$ cat src/rtl/msq_pkg.sv
// shared types and constants for the min-extract slot queue
package msq_pkg;

  // request codes
  localparam logic [1:0] ACT_ENQ   = 2'd0;
  localparam logic [1:0] ACT_DEQ   = 2'd1;
  localparam logic [1:0] ACT_CLEAR = 2'd2;

  // result status codes
  localparam logic [1:0] STAT_OK    = 2'd0;
  localparam logic [1:0] STAT_FULL  = 2'd1;
  localparam logic [1:0] STAT_EMPTY = 2'd2;

  // fixed field widths
  localparam int ACTION_W   = 2;
  localparam int VALUE_W    = 16;
  localparam int STATUS_W   = 2;
  localparam int IN_TDATA_W = ((ACTION_W + VALUE_W + 7) / 8) * 8;

  // parameter defaults
  localparam int CAPACITY_DEF   = 16;
  localparam int DATA_WIDTH_DEF = 16;

  // commands from controller to datapath
  typedef struct packed {
    logic accept;
    logic deq_take;
    logic scan_init;
    logic scan_issue;
    logic commit;
    logic out_load;
  } msq_ctl_t;

  // status from datapath to controller
  typedef struct packed {
    logic enq_go;
    logic deq_go;
    logic scan_last;
    logic out_free;
  } msq_sts_t;

endpackage

$ cat src/rtl/min_extract_slot_queue.sv
// top level of the min-extract slot queue
//
// A store of CAPACITY slots serving enqueue, dequeue-minimum and clear requests, one result
// transfer per request. Enqueue fills the first emptied slot below the fill mark, else the next
// unused slot; dequeue returns the smallest stored value, the later slot winning on ties. Each
// enqueue into a non-full store and each dequeue from a non-empty one scans every slot through
// the single read port of the value RAM, one slot per cycle; clear, full, empty and the unused
// request code skip the scan. A new request is accepted only after the previous one has loaded
// its result into the output register. A finished result waits in the output register while
// the next request is taken. No clearing pass is needed after reset.
module min_extract_slot_queue #(
  parameter int CAPACITY   = msq_pkg::CAPACITY_DEF,
  parameter int DATA_WIDTH = msq_pkg::DATA_WIDTH_DEF,
  localparam int OCC_W       = $clog2(CAPACITY + 1),
  localparam int OUT_BITS    = msq_pkg::STATUS_W + msq_pkg::VALUE_W + OCC_W,
  localparam int OUT_TDATA_W = ((OUT_BITS + 7) / 8) * 8
) (
  input  logic                              clk,
  input  logic                              rst,
  input  logic                              s_tvalid,
  output logic                              s_tready,
  input  logic [msq_pkg::IN_TDATA_W-1:0]    s_tdata,   // action, value_in
  output logic                              m_tvalid,
  input  logic                              m_tready,
  output logic [OUT_TDATA_W-1:0]            m_tdata    // status, value_out, occupancy
);
  import msq_pkg::*;

  msq_ctl_t             ctl;
  msq_sts_t             sts;
  logic [STATUS_W-1:0]  status;
  logic [VALUE_W-1:0]   value_out;
  logic [OCC_W-1:0]     occupancy;

  msq_ctrl u_ctrl (
    .clk      (clk),
    .rst      (rst),
    .in_valid (s_tvalid),
    .in_ready (s_tready),
    .sts      (sts),
    .ctl      (ctl)
  );

  msq_dpath #(
    .CAPACITY   (CAPACITY),
    .DATA_WIDTH (DATA_WIDTH)
  ) u_dpath (
    .clk        (clk),
    .rst        (rst),
    .ctl        (ctl),
    .sts        (sts),
    .action     (s_tdata[ACTION_W-1:0]),
    .value_in   (s_tdata[ACTION_W+VALUE_W-1:ACTION_W]),
    .out_valid  (m_tvalid),
    .out_ready  (m_tready),
    .out_status (status),
    .out_value  (value_out),
    .out_occ    (occupancy)
  );

  // result packing, lowest field first
  assign m_tdata = OUT_TDATA_W'({occupancy, value_out, status});

endmodule

$ cat src/rtl/msq_ram.sv
// generic single write port ram with registered read
module msq_ram #(
  parameter int WIDTH = 16,
  parameter int DEPTH = 16,
  localparam int AW = (DEPTH > 1) ? $clog2(DEPTH) : 1
) (
  input  logic             clk,
  input  logic             we,
  input  logic [AW-1:0]    waddr,
  input  logic [WIDTH-1:0] wdata,
  input  logic [AW-1:0]    raddr,
  output logic [WIDTH-1:0] rdata
);

  logic [WIDTH-1:0] mem [DEPTH];

  // write port and registered read port
  always_ff @(posedge clk) begin
    if (we) begin
      mem[waddr] <= wdata;
    end
    rdata <= mem[raddr];
  end

endmodule

$ cat src/rtl/msq_ctrl.sv
// request sequencer: accept, dequeue read, slot scan, commit and result hand-off
module msq_ctrl (
  input  logic               clk,
  input  logic               rst,
  input  logic               in_valid,
  output logic               in_ready,
  input  msq_pkg::msq_sts_t  sts,
  output msq_pkg::msq_ctl_t  ctl
);
  import msq_pkg::*;

  localparam logic [2:0] S_IDLE     = 3'd0;
  localparam logic [2:0] S_DEQ_TAKE = 3'd1;
  localparam logic [2:0] S_SCAN     = 3'd2;
  localparam logic [2:0] S_DRAIN    = 3'd3;
  localparam logic [2:0] S_COMMIT   = 3'd4;
  localparam logic [2:0] S_RESULT   = 3'd5;

  logic [2:0] state;
  logic [2:0] state_next;

  assign in_ready = (state == S_IDLE);

  // next state and command decode
  always_comb begin
    state_next = state;
    ctl        = '0;
    case (state)
      S_IDLE: begin
        if (in_valid) begin
          ctl.accept = 1'b1;
          if (sts.enq_go) begin
            ctl.scan_init = 1'b1;
            state_next    = S_SCAN;
          end else if (sts.deq_go) begin
            state_next = S_DEQ_TAKE;
          end else begin
            state_next = S_RESULT;
          end
        end
      end
      S_DEQ_TAKE: begin
        ctl.deq_take  = 1'b1;
        ctl.scan_init = 1'b1;
        state_next    = S_SCAN;
      end
      S_SCAN: begin
        ctl.scan_issue = 1'b1;
        if (sts.scan_last) begin
          state_next = S_DRAIN;
        end
      end
      S_DRAIN: begin
        state_next = S_COMMIT;
      end
      S_COMMIT: begin
        ctl.commit = 1'b1;
        state_next = S_RESULT;
      end
      S_RESULT: begin
        if (sts.out_free) begin
          ctl.out_load = 1'b1;
          state_next   = S_IDLE;
        end
      end
      default: begin
        state_next = S_IDLE;
      end
    endcase
  end

  // state register
  always_ff @(posedge clk) begin
    if (rst) begin
      state <= S_IDLE;
    end else begin
      state <= state_next;
    end
  end

endmodule

$ cat src/rtl/msq_dpath.sv
// slot store, valid bits, scan trackers and result register
module msq_dpath #(
  parameter int CAPACITY   = msq_pkg::CAPACITY_DEF,
  parameter int DATA_WIDTH = msq_pkg::DATA_WIDTH_DEF,
  localparam int IDX_W = $clog2(CAPACITY),
  localparam int OCC_W = $clog2(CAPACITY + 1)
) (
  input  logic                          clk,
  input  logic                          rst,
  input  msq_pkg::msq_ctl_t             ctl,
  output msq_pkg::msq_sts_t             sts,
  input  logic [msq_pkg::ACTION_W-1:0]  action,
  input  logic [msq_pkg::VALUE_W-1:0]   value_in,
  output logic                          out_valid,
  input  logic                          out_ready,
  output logic [msq_pkg::STATUS_W-1:0]  out_status,
  output logic [msq_pkg::VALUE_W-1:0]   out_value,
  output logic [OCC_W-1:0]              out_occ
);
  import msq_pkg::*;

  // request registers
  logic [ACTION_W-1:0]   act;
  logic [DATA_WIDTH-1:0] val;
  logic [STATUS_W-1:0]   status_r;
  logic [VALUE_W-1:0]    value_r;

  // queue bookkeeping
  logic [CAPACITY-1:0]   valid;
  logic [OCC_W-1:0]      used;
  logic [OCC_W-1:0]      count;
  logic [IDX_W-1:0]      min_pos;

  // scan pipeline
  logic [IDX_W-1:0]      idx;
  logic [IDX_W-1:0]      idx_d;
  logic                  rd_vld;
  logic                  hole_found;
  logic [IDX_W-1:0]      hole_pos;
  logic                  best_found;
  logic [DATA_WIDTH-1:0] best_val;
  logic [IDX_W-1:0]      best_pos;

  // ram ports
  logic                  ram_we;
  logic [IDX_W-1:0]      ram_raddr;
  logic [DATA_WIDTH-1:0] ram_rdata;

  // enqueue placement
  logic [IDX_W-1:0]      enq_pos;
  logic                  enq_is_min;

  assign sts.enq_go    = (action == ACT_ENQ) && (count != OCC_W'(CAPACITY));
  assign sts.deq_go    = (action == ACT_DEQ) && (count != '0);
  assign sts.scan_last = (idx == IDX_W'(CAPACITY - 1));
  assign sts.out_free  = !out_valid || out_ready;

  // outside a scan the read port points at the current minimum
  assign ram_raddr = ctl.scan_issue ? idx : min_pos;
  assign ram_we    = ctl.commit && (act == ACT_ENQ);

  assign enq_pos    = hole_found ? hole_pos : used[IDX_W-1:0];
  assign enq_is_min = !best_found || (val < best_val) ||
                      ((val == best_val) && (enq_pos > best_pos));

  msq_ram #(
    .WIDTH (DATA_WIDTH),
    .DEPTH (CAPACITY)
  ) u_slots (
    .clk   (clk),
    .we    (ram_we),
    .waddr (enq_pos),
    .wdata (val),
    .raddr (ram_raddr),
    .rdata (ram_rdata)
  );

  // request capture and status
  always_ff @(posedge clk) begin
    if (ctl.accept) begin
      act      <= action;
      val      <= DATA_WIDTH'(value_in);
      value_r  <= '0;
      status_r <= STAT_OK;
      if ((action == ACT_ENQ) && !sts.enq_go) begin
        status_r <= STAT_FULL;
      end
      if ((action == ACT_DEQ) && !sts.deq_go) begin
        status_r <= STAT_EMPTY;
      end
    end
    if (ctl.deq_take) begin
      value_r <= VALUE_W'(ram_rdata);
    end
  end

  // valid bits, fill level and minimum position
  always_ff @(posedge clk) begin
    if (rst) begin
      valid   <= '0;
      used    <= '0;
      count   <= '0;
      min_pos <= '0;
    end else begin
      if (ctl.accept && (action == ACT_CLEAR)) begin
        valid   <= '0;
        used    <= '0;
        count   <= '0;
        min_pos <= '0;
      end
      if (ctl.deq_take) begin
        valid[min_pos] <= 1'b0;
        count          <= count - 1'b1;
      end
      if (ctl.commit) begin
        if (act == ACT_ENQ) begin
          valid[enq_pos] <= 1'b1;
          count          <= count + 1'b1;
          if (!hole_found) begin
            used <= used + 1'b1;
          end
          min_pos <= enq_is_min ? enq_pos : best_pos;
        end else if (best_found) begin
          min_pos <= best_pos;
        end
      end
    end
  end

  // slot scan: first hole below the fill mark and latest smallest value
  always_ff @(posedge clk) begin
    if (rst) begin
      idx        <= '0;
      rd_vld     <= 1'b0;
      hole_found <= 1'b0;
      best_found <= 1'b0;
    end else begin
      rd_vld <= ctl.scan_issue;
      if (ctl.scan_init) begin
        idx        <= '0;
        hole_found <= 1'b0;
        best_found <= 1'b0;
      end else if (ctl.scan_issue) begin
        idx <= idx + 1'b1;
      end
      if (rd_vld) begin
        if (!hole_found && !valid[idx_d] && (OCC_W'(idx_d) < used)) begin
          hole_found <= 1'b1;
        end
        if (valid[idx_d] && (!best_found || (ram_rdata <= best_val))) begin
          best_found <= 1'b1;
        end
      end
    end
  end

  // scan payload
  always_ff @(posedge clk) begin
    idx_d <= idx;
    if (rd_vld) begin
      if (!hole_found && !valid[idx_d] && (OCC_W'(idx_d) < used)) begin
        hole_pos <= idx_d;
      end
      if (valid[idx_d] && (!best_found || (ram_rdata <= best_val))) begin
        best_val <= ram_rdata;
        best_pos <= idx_d;
      end
    end
  end

  // result register
  always_ff @(posedge clk) begin
    if (rst) begin
      out_valid <= 1'b0;
    end else if (ctl.out_load) begin
      out_valid <= 1'b1;
    end else if (out_ready) begin
      out_valid <= 1'b0;
    end
  end

  always_ff @(posedge clk) begin
    if (ctl.out_load) begin
      out_status <= status_r;
      out_value  <= value_r;
      out_occ    <= count;
    end
  end

  // occupancy matches the valid bits
  a_count_matches: assert property (@(posedge clk) disable iff (rst)
    $countones(valid) == count)
    else $error("occupancy count differs from valid bits");

  // fill mark bounds the occupancy and the capacity bounds the fill mark
  a_count_le_used: assert property (@(posedge clk) disable iff (rst)
    (count <= used) && (used <= OCC_W'(CAPACITY)))
    else $error("fill mark out of range");

  // between requests a non-empty store points at a live minimum
  a_min_live: assert property (@(posedge clk) disable iff (rst)
    (ctl.accept && (count != '0)) |-> valid[min_pos])
    else $error("minimum position points at an empty slot");

  // a commit never places into an occupied slot
  a_enq_free: assert property (@(posedge clk) disable iff (rst)
    (ctl.commit && (act == ACT_ENQ)) |-> !valid[enq_pos])
    else $error("enqueue into an occupied slot");

endmodule
$ cat config.mk
export PLATFORM = sky130hd
export DESIGN_NAME = min_extract_slot_queue
export DESIGN_NICKNAME = d
export VERILOG_FILES = /design/src/rtl/msq_pkg.sv /design/src/rtl/min_extract_slot_queue.sv /design/src/rtl/msq_ram.sv /design/src/rtl/msq_ctrl.sv /design/src/rtl/msq_dpath.sv
export SDC_FILE = /design/constraint.sdc
export NUM_CORES = 1
export LEC_CHECK = 0
export BUFFER_PORTS_ARGS = -buffer_cell sky130_fd_sc_hd__buf_2
export CAP_MARGIN = 20
export CORE_UTILIZATION = 30
export DETAILED_ROUTE_END_ITERATION = 12
export HOLD_SLACK_MARGIN = 0.12
export SYNTH_ARGS = -nofsm -noshare
export SYNTH_HDL_FRONTEND = slang
export SYNTH_HIERARCHICAL = 1
export SYNTH_SLANG_ARGS = --single-unit
$ cat constraint.sdc
create_clock -name clk -period 9 [get_ports clk]
set_clock_uncertainty 0.05 [all_clocks]
set_input_delay 1.35 -clock clk [delete_from_list [all_inputs] [get_ports clk]]
set_output_delay 1.35 -clock clk [all_outputs]
set_load 0.01 [all_outputs]
; Word level (Yosys, flattened, before mapping)
; Memory sizes are Yosys's and may differ from the RTL's. A register that Yosys moved wholly into a read port is not among the register bits.
; Index checks and enable logic that the tools add are counted.
[totals]
n_memories = 1
register_bits = 128
output_inout_bits = 26
ramBits = 256
[classes]
n_lt_le_gt_ge = 9
reduce_logical = 32
n_eq_ne = 13
addsub = 4
bitwise_logic = 3
n_mux = 56
[memory_table]
columns = memory, depth, width, read_ports, rd_ports_with_merged_regs, wr, line_no
row1 = u_dpath.u_slots.mem, 16, 16, 1, 1, 1, msq_ram.sv:15  ; logic [WIDTH-1:0] mem [DEPTH];
[op_table]
columns = cell, count
row1 = 16-bit 2-to-1 mux, 8
row2 = 5-bit 2-to-1 mux, 8
row3 = 4-bit 2-to-1 mux, 7
row4 = 1-bit 2-to-1 mux, 23
row5 = 3-bit one-hot mux with 6 select lines, 1
row6 = 16-bit bitwise AND, 1
row7 = 16-bit equality test, 1
row8 = 16-bit less-or-equal comparator, 1
row9 = 16-bit less-than comparator, 1
row10 = 16-bit NOT, 1
row11 = 16-bit bitwise OR, 1
row12 = "4-bit by 5-bit less-than comparator with 1-bit output, second input constant", 3
row13 = 3-bit 2-to-1 mux, 5
row14 = 1-bit logical AND, 12
row15 = "5-bit by 1-bit adder with 5-bit output, second input constant", 2
row16 = 1-bit demux with 4-bit select, 2
row17 = "4-bit by 1-bit greater-or-equal comparator with 1-bit output, second input constant", 2
row18 = "3-bit by 2-bit equality test with 1-bit output, second input constant", 2
row19 = "3-bit equality test, second input constant", 2
row20 = 1-bit logical NOT, 6
row21 = "2-bit != test, second input constant", 3
row22 = 4-bit by 5-bit less-than comparator with 1-bit output, 1
row23 = "5-bit != test, second input constant", 1
row24 = 5-bit nonzero test, 1
row25 = 16 further kinds, 22

; Logic depth before layout (Yosys ltp)
[depth]
ltp_word = 11
mapped_depth = 11
depth_no_buf = 10

; Hierarchy
; Netlist, hierarchy kept.
[by_module_without_submodules]
columns = module, n_inst, seq_area_each_um2, cells_each, area_per_inst_um2
row1 = msq_ram, 1, 8007.7, 432, 10043.4
row2 = msq_dpath, 1, 3333.2, 499, 5811.8
row3 = msq_ctrl, 1, 60.1, 24, 221.5
row4 = min_extract_slot_queue, 1, 0.0, 2, 11.3

; Worst setup path after synthesis
; OpenSTA, ideal clock, no wires.
[synth_timing]
path_kind = reg-to-reg
startpoint = register u_ctrl.state[1]
endpoint = memory u_dpath.u_slots.mem[0][0], enable pin
arrival_time_ps = 3081
synth_period_minus_slack_ps = 3540
setup_slack_ps = 5460
t_required_ps = 8541
stages_incl_launch_ff = 9
setup_time_ps = 409
path_cell_list = dfxtp_1 -> buf_6 -> nand2b_2 -> nor2_1 -> nand2_1 -> inv_1 -> clkbuf_1 -> or3b_2 -> nor3_1
[synth_lines]
columns = element, line_no
row1 = from (decl), msq_ctrl.sv:19  ; logic [2:0] state;
row2 = from (signal assigned), msq_ctrl.sv:77  ; state <= state_next;
row3 = to (decl), msq_ram.sv:15

==> results.cfg <==
[cells_and_area]
design_area_um2 = 18600
layout_common_cells = 339 x edfxtp_1, 61 x dfxtp_1, 55 x mux4_2
final_layout_size_suffix_gt1_frac = 0.207
fillers = 5022
final_util = 0.353
final_cells = 1752
nets = 1103
ff_latch_area_um2 = 11400
final_common_cell = edfxtp_1
multi_input_area_um2 = 4410
synthToLayoutAreaGrowth_pct = 15.7
n_antenna_cell = 0

[drt]
drcViolationCount = 12
vias = 8579
dr.first_iter.drc_count = 746
wl_per_cell_um = 19.0
final_antenna_net_count = 0
wl_um = 33300
viasPerCell = 4.90
drt_first_pass_iters = 9

[global_routing]
use_met2 = 0.202
grt_pass1_vias = 8477
grt_usage = 0.125
top_usage_layer = met2
grt_overflow = 0
grt_first_pass_wirelength_um = 50900
met1_usage = 0.167
grt_max_degree = 65
antenna_found_initial = 0
use_met3 = 0.0294

[power]
vdd_drop_max_mv = 0.116
total_power_mw = 4.34
p_leak_nw = 6.17
p_per_area_nw_per_um2 = 233

[yosys]
async_flop_share = 0
seq_area_frac_synth = 0.709
synth.ff_latch_count = 400
syn-cell-area_um2 = 16100
synth_fp_nets = 1029
syn_avg_cell_area_um2 = 16.8
synthCells = 957
synth_edf_count = 339
ys_types = 60
yosys_warnings = 6
synthFlopType = edfxtp_1

[placement]
place_area_um2 = 17200
port_buffers = 46
post-place-cells = 1668
dp_hpwl_um = 20400
gp_congestion = 0.784

[sta]
max_slew.worst_pin.slew_ns = 1.07
fin_crit_sh = 0.443
slew_viol_final = 0
finalHoldViolCount = 0
rsz0062_at_grt = false
fin_crit_ns = 3.98
finalSetupTns_ns = 0
timing.slew.headroom = 0.283
fmax_mhz = 251
setup_violations = 0

[worst_setup_path]
crit_path_start = u_ctrl/state[1]$_SDFFE_PP0P_
reg2reg_slack_ns = 5.02
critPathKind = flop to flop
cp_max_fo = 48
worstRegToRegCells = 6
reg2reg_from = u_ctrl/state[1]$_SDFFE_PP0P_
regToRegEndpoint = u_dpath/u_slots/rdata[10]$_DFF_P_
required_ns = 9.37
worst_setup_path_start_kind = flop
end_kind = flop
crit_arrival_ns = 4.36
crit_end = u_dpath/u_slots/rdata[10]$_DFF_P_

[clock_tree]
cts_hold_buffers = 0
cts_htree_levels = 2
cts_post_setup_buffers_inserted = 0
post_cts_resized = 0
clkTransAtPathRegs_ns = 0.06
cts_buffers = 42
cts_tree = built
cts_sinks = 400
clk_latency_ns = 0.56
cts-root-buf = clkbuf_16
clk_path_buf_depth = 3

[floorplan]
core-area_um2 = 52800
rows = 84
dieArea_um2 = 54600
fp.dieH_um = 234
io_pins = 54
chipWidth_um = 234
initial_core_util = 0.305

[outcome]
violations = design-rule violations
status = finished, violations left

[hold_path]
hold_class = flop to flop

[flow_run]
drv_cap = 0
worst min path at each step:
stage                           startpoint                       end  slack (ns)  cells past startpoint
2_1_floorplan  u_dpath/idx[3]$_SDFFE_PP0P_  u_dpath/idx_d[3]$_DFF_P_        0.32                      0
3_3_place_gp   u_dpath/idx[1]$_SDFFE_PP0P_  u_dpath/idx_d[1]$_DFF_P_        0.34                      0
3_5_place_dp   u_dpath/idx[3]$_SDFFE_PP0P_  u_dpath/idx_d[3]$_DFF_P_        0.34                      0
6_report       u_dpath/idx[3]$_SDFFE_PP0P_  u_dpath/idx_d[3]$_DFF_P_        0.35                      0
5_1_grt        u_dpath/idx[3]$_SDFFE_PP0P_  u_dpath/idx_d[3]$_DFF_P_        0.37                      0
4_1_cts        u_dpath/idx[3]$_SDFFE_PP0P_  u_dpath/idx_d[3]$_DFF_P_        0.35                      0
cell families after synthesis:
| family | share of synthesized area |
|---|---|
| AOI/OAI and AO/OA | 0.0616 |
| xor gates and xnor gates | 0.00436 |
| adders and majority gates | 0.0342 |
| buffers and inverters | 0.0211 |
| DFF | 0.709 |
| muxes | 0.104 |
| other | 0.000233 |
| and+or+nand+nor | 0.0660 |
sequential cells by signal, summed over array words and instances, names as in the netlist:
name,flops
u_dpath/best_pos,4
u_dpath/u_slots/mem,256
u_dpath/idx,4
u_dpath/out_status,2
u_dpath/u_slots/rdata,16
u_dpath/best_found,1
u_dpath/value_r,16
u_dpath/hole_pos,4
u_dpath/out_value,16
u_dpath/val,16
u_dpath/out_valid,1
u_dpath/best_val,16
u_dpath/valid,16
u_dpath/hole_found,1
u_dpath/rd_vld,1
u_dpath/count,5
u_dpath/out_occ,5
u_dpath/min_pos,4
u_dpath/status_r,2
u_dpath/idx_d,4
u_ctrl/state,3
u_dpath/used,5
u_dpath/act,2
cell type report:
class | instances | area share
flip-flops and latches | 400 | 0.612
multi-input cells | 484 | 0.237
clock buffers | 51 | 0.0588
well taps | 688 | 0.0462
repair buffers | 72 | 0.0266
clock inverters | 26 | 0.0130
inverters | 31 | 0.00625
through the flow:
step                      hold WS (ns)  worst slack, ns
after global routing             0.366             4.69
after detailed placement         0.342             4.75
after global placement           0.345             4.79
after CTS                        0.351             4.90
final                            0.352             5.02
after floorplan                  0.318             5.46
cells in the mapped netlist (6+ instances only):
| cell type | instances | area [µm²] |
|---|---|---|
| buf_6 | 6 | 67.6 |
| dfxtp_1 | 61 | 1220 |
| a21o_1 | 6 | 45.0 |
| ha_1 | 44 | 551 |
| inv_1 | 30 | 113 |
| nand3b_1 | 7 | 52.6 |
| nor2_1 | 45 | 169 |
| nand2b_1 | 11 | 68.8 |
| nor2b_1 | 10 | 62.6 |
| nand2_1 | 52 | 195 |
| o211ai_1 | 16 | 120 |
| mux4_2 | 55 | 1240 |
| mux4_1 | 14 | 368 |
| o21ai_0 | 8 | 40.0 |
| and2_1 | 19 | 119 |
| a21oi_1 | 53 | 265 |
| nand4_1 | 8 | 50.1 |
| nor3_1 | 15 | 75.1 |
| xor2_1 | 6 | 52.6 |
| edfxtp_1 | 339 | 10200 |
| a22oi_1 | 32 | 240 |
| nand3_1 | 25 | 125 |
| clkbuf_1 | 23 | 86.3 |
report_power, final:
group / total [mW] / internal, mW / leakage [nW] / switching (mW)
Sequential: 2.21 / 2.13 / 3.58 / 0.0849
Clock: 1.69 / 0.984 / 0.652 / 0.705
Combinational: 0.440 / 0.184 / 1.94 / 0.255
Total: 4.34 / 3.30 / 6.17 / 1.05
critical path, cell delays in order (launching register included):
cell and delay, ns:
dfxtp_1 0.53, nor3b_2 0.72, mux2_4 0.53, buf_4 0.82, mux4_1 0.67, a22oi_1 0.33, nand2_1 0.15
metal layers:
layer | routed length [µm] | share of wire
met1 | 14700 | 0.44
met3 | 2180 | 0.065
met5 | 0 | 0
met4 | 495 | 0.015
met2 | 16000 | 0.48
(Power assumes the default switching activity.)
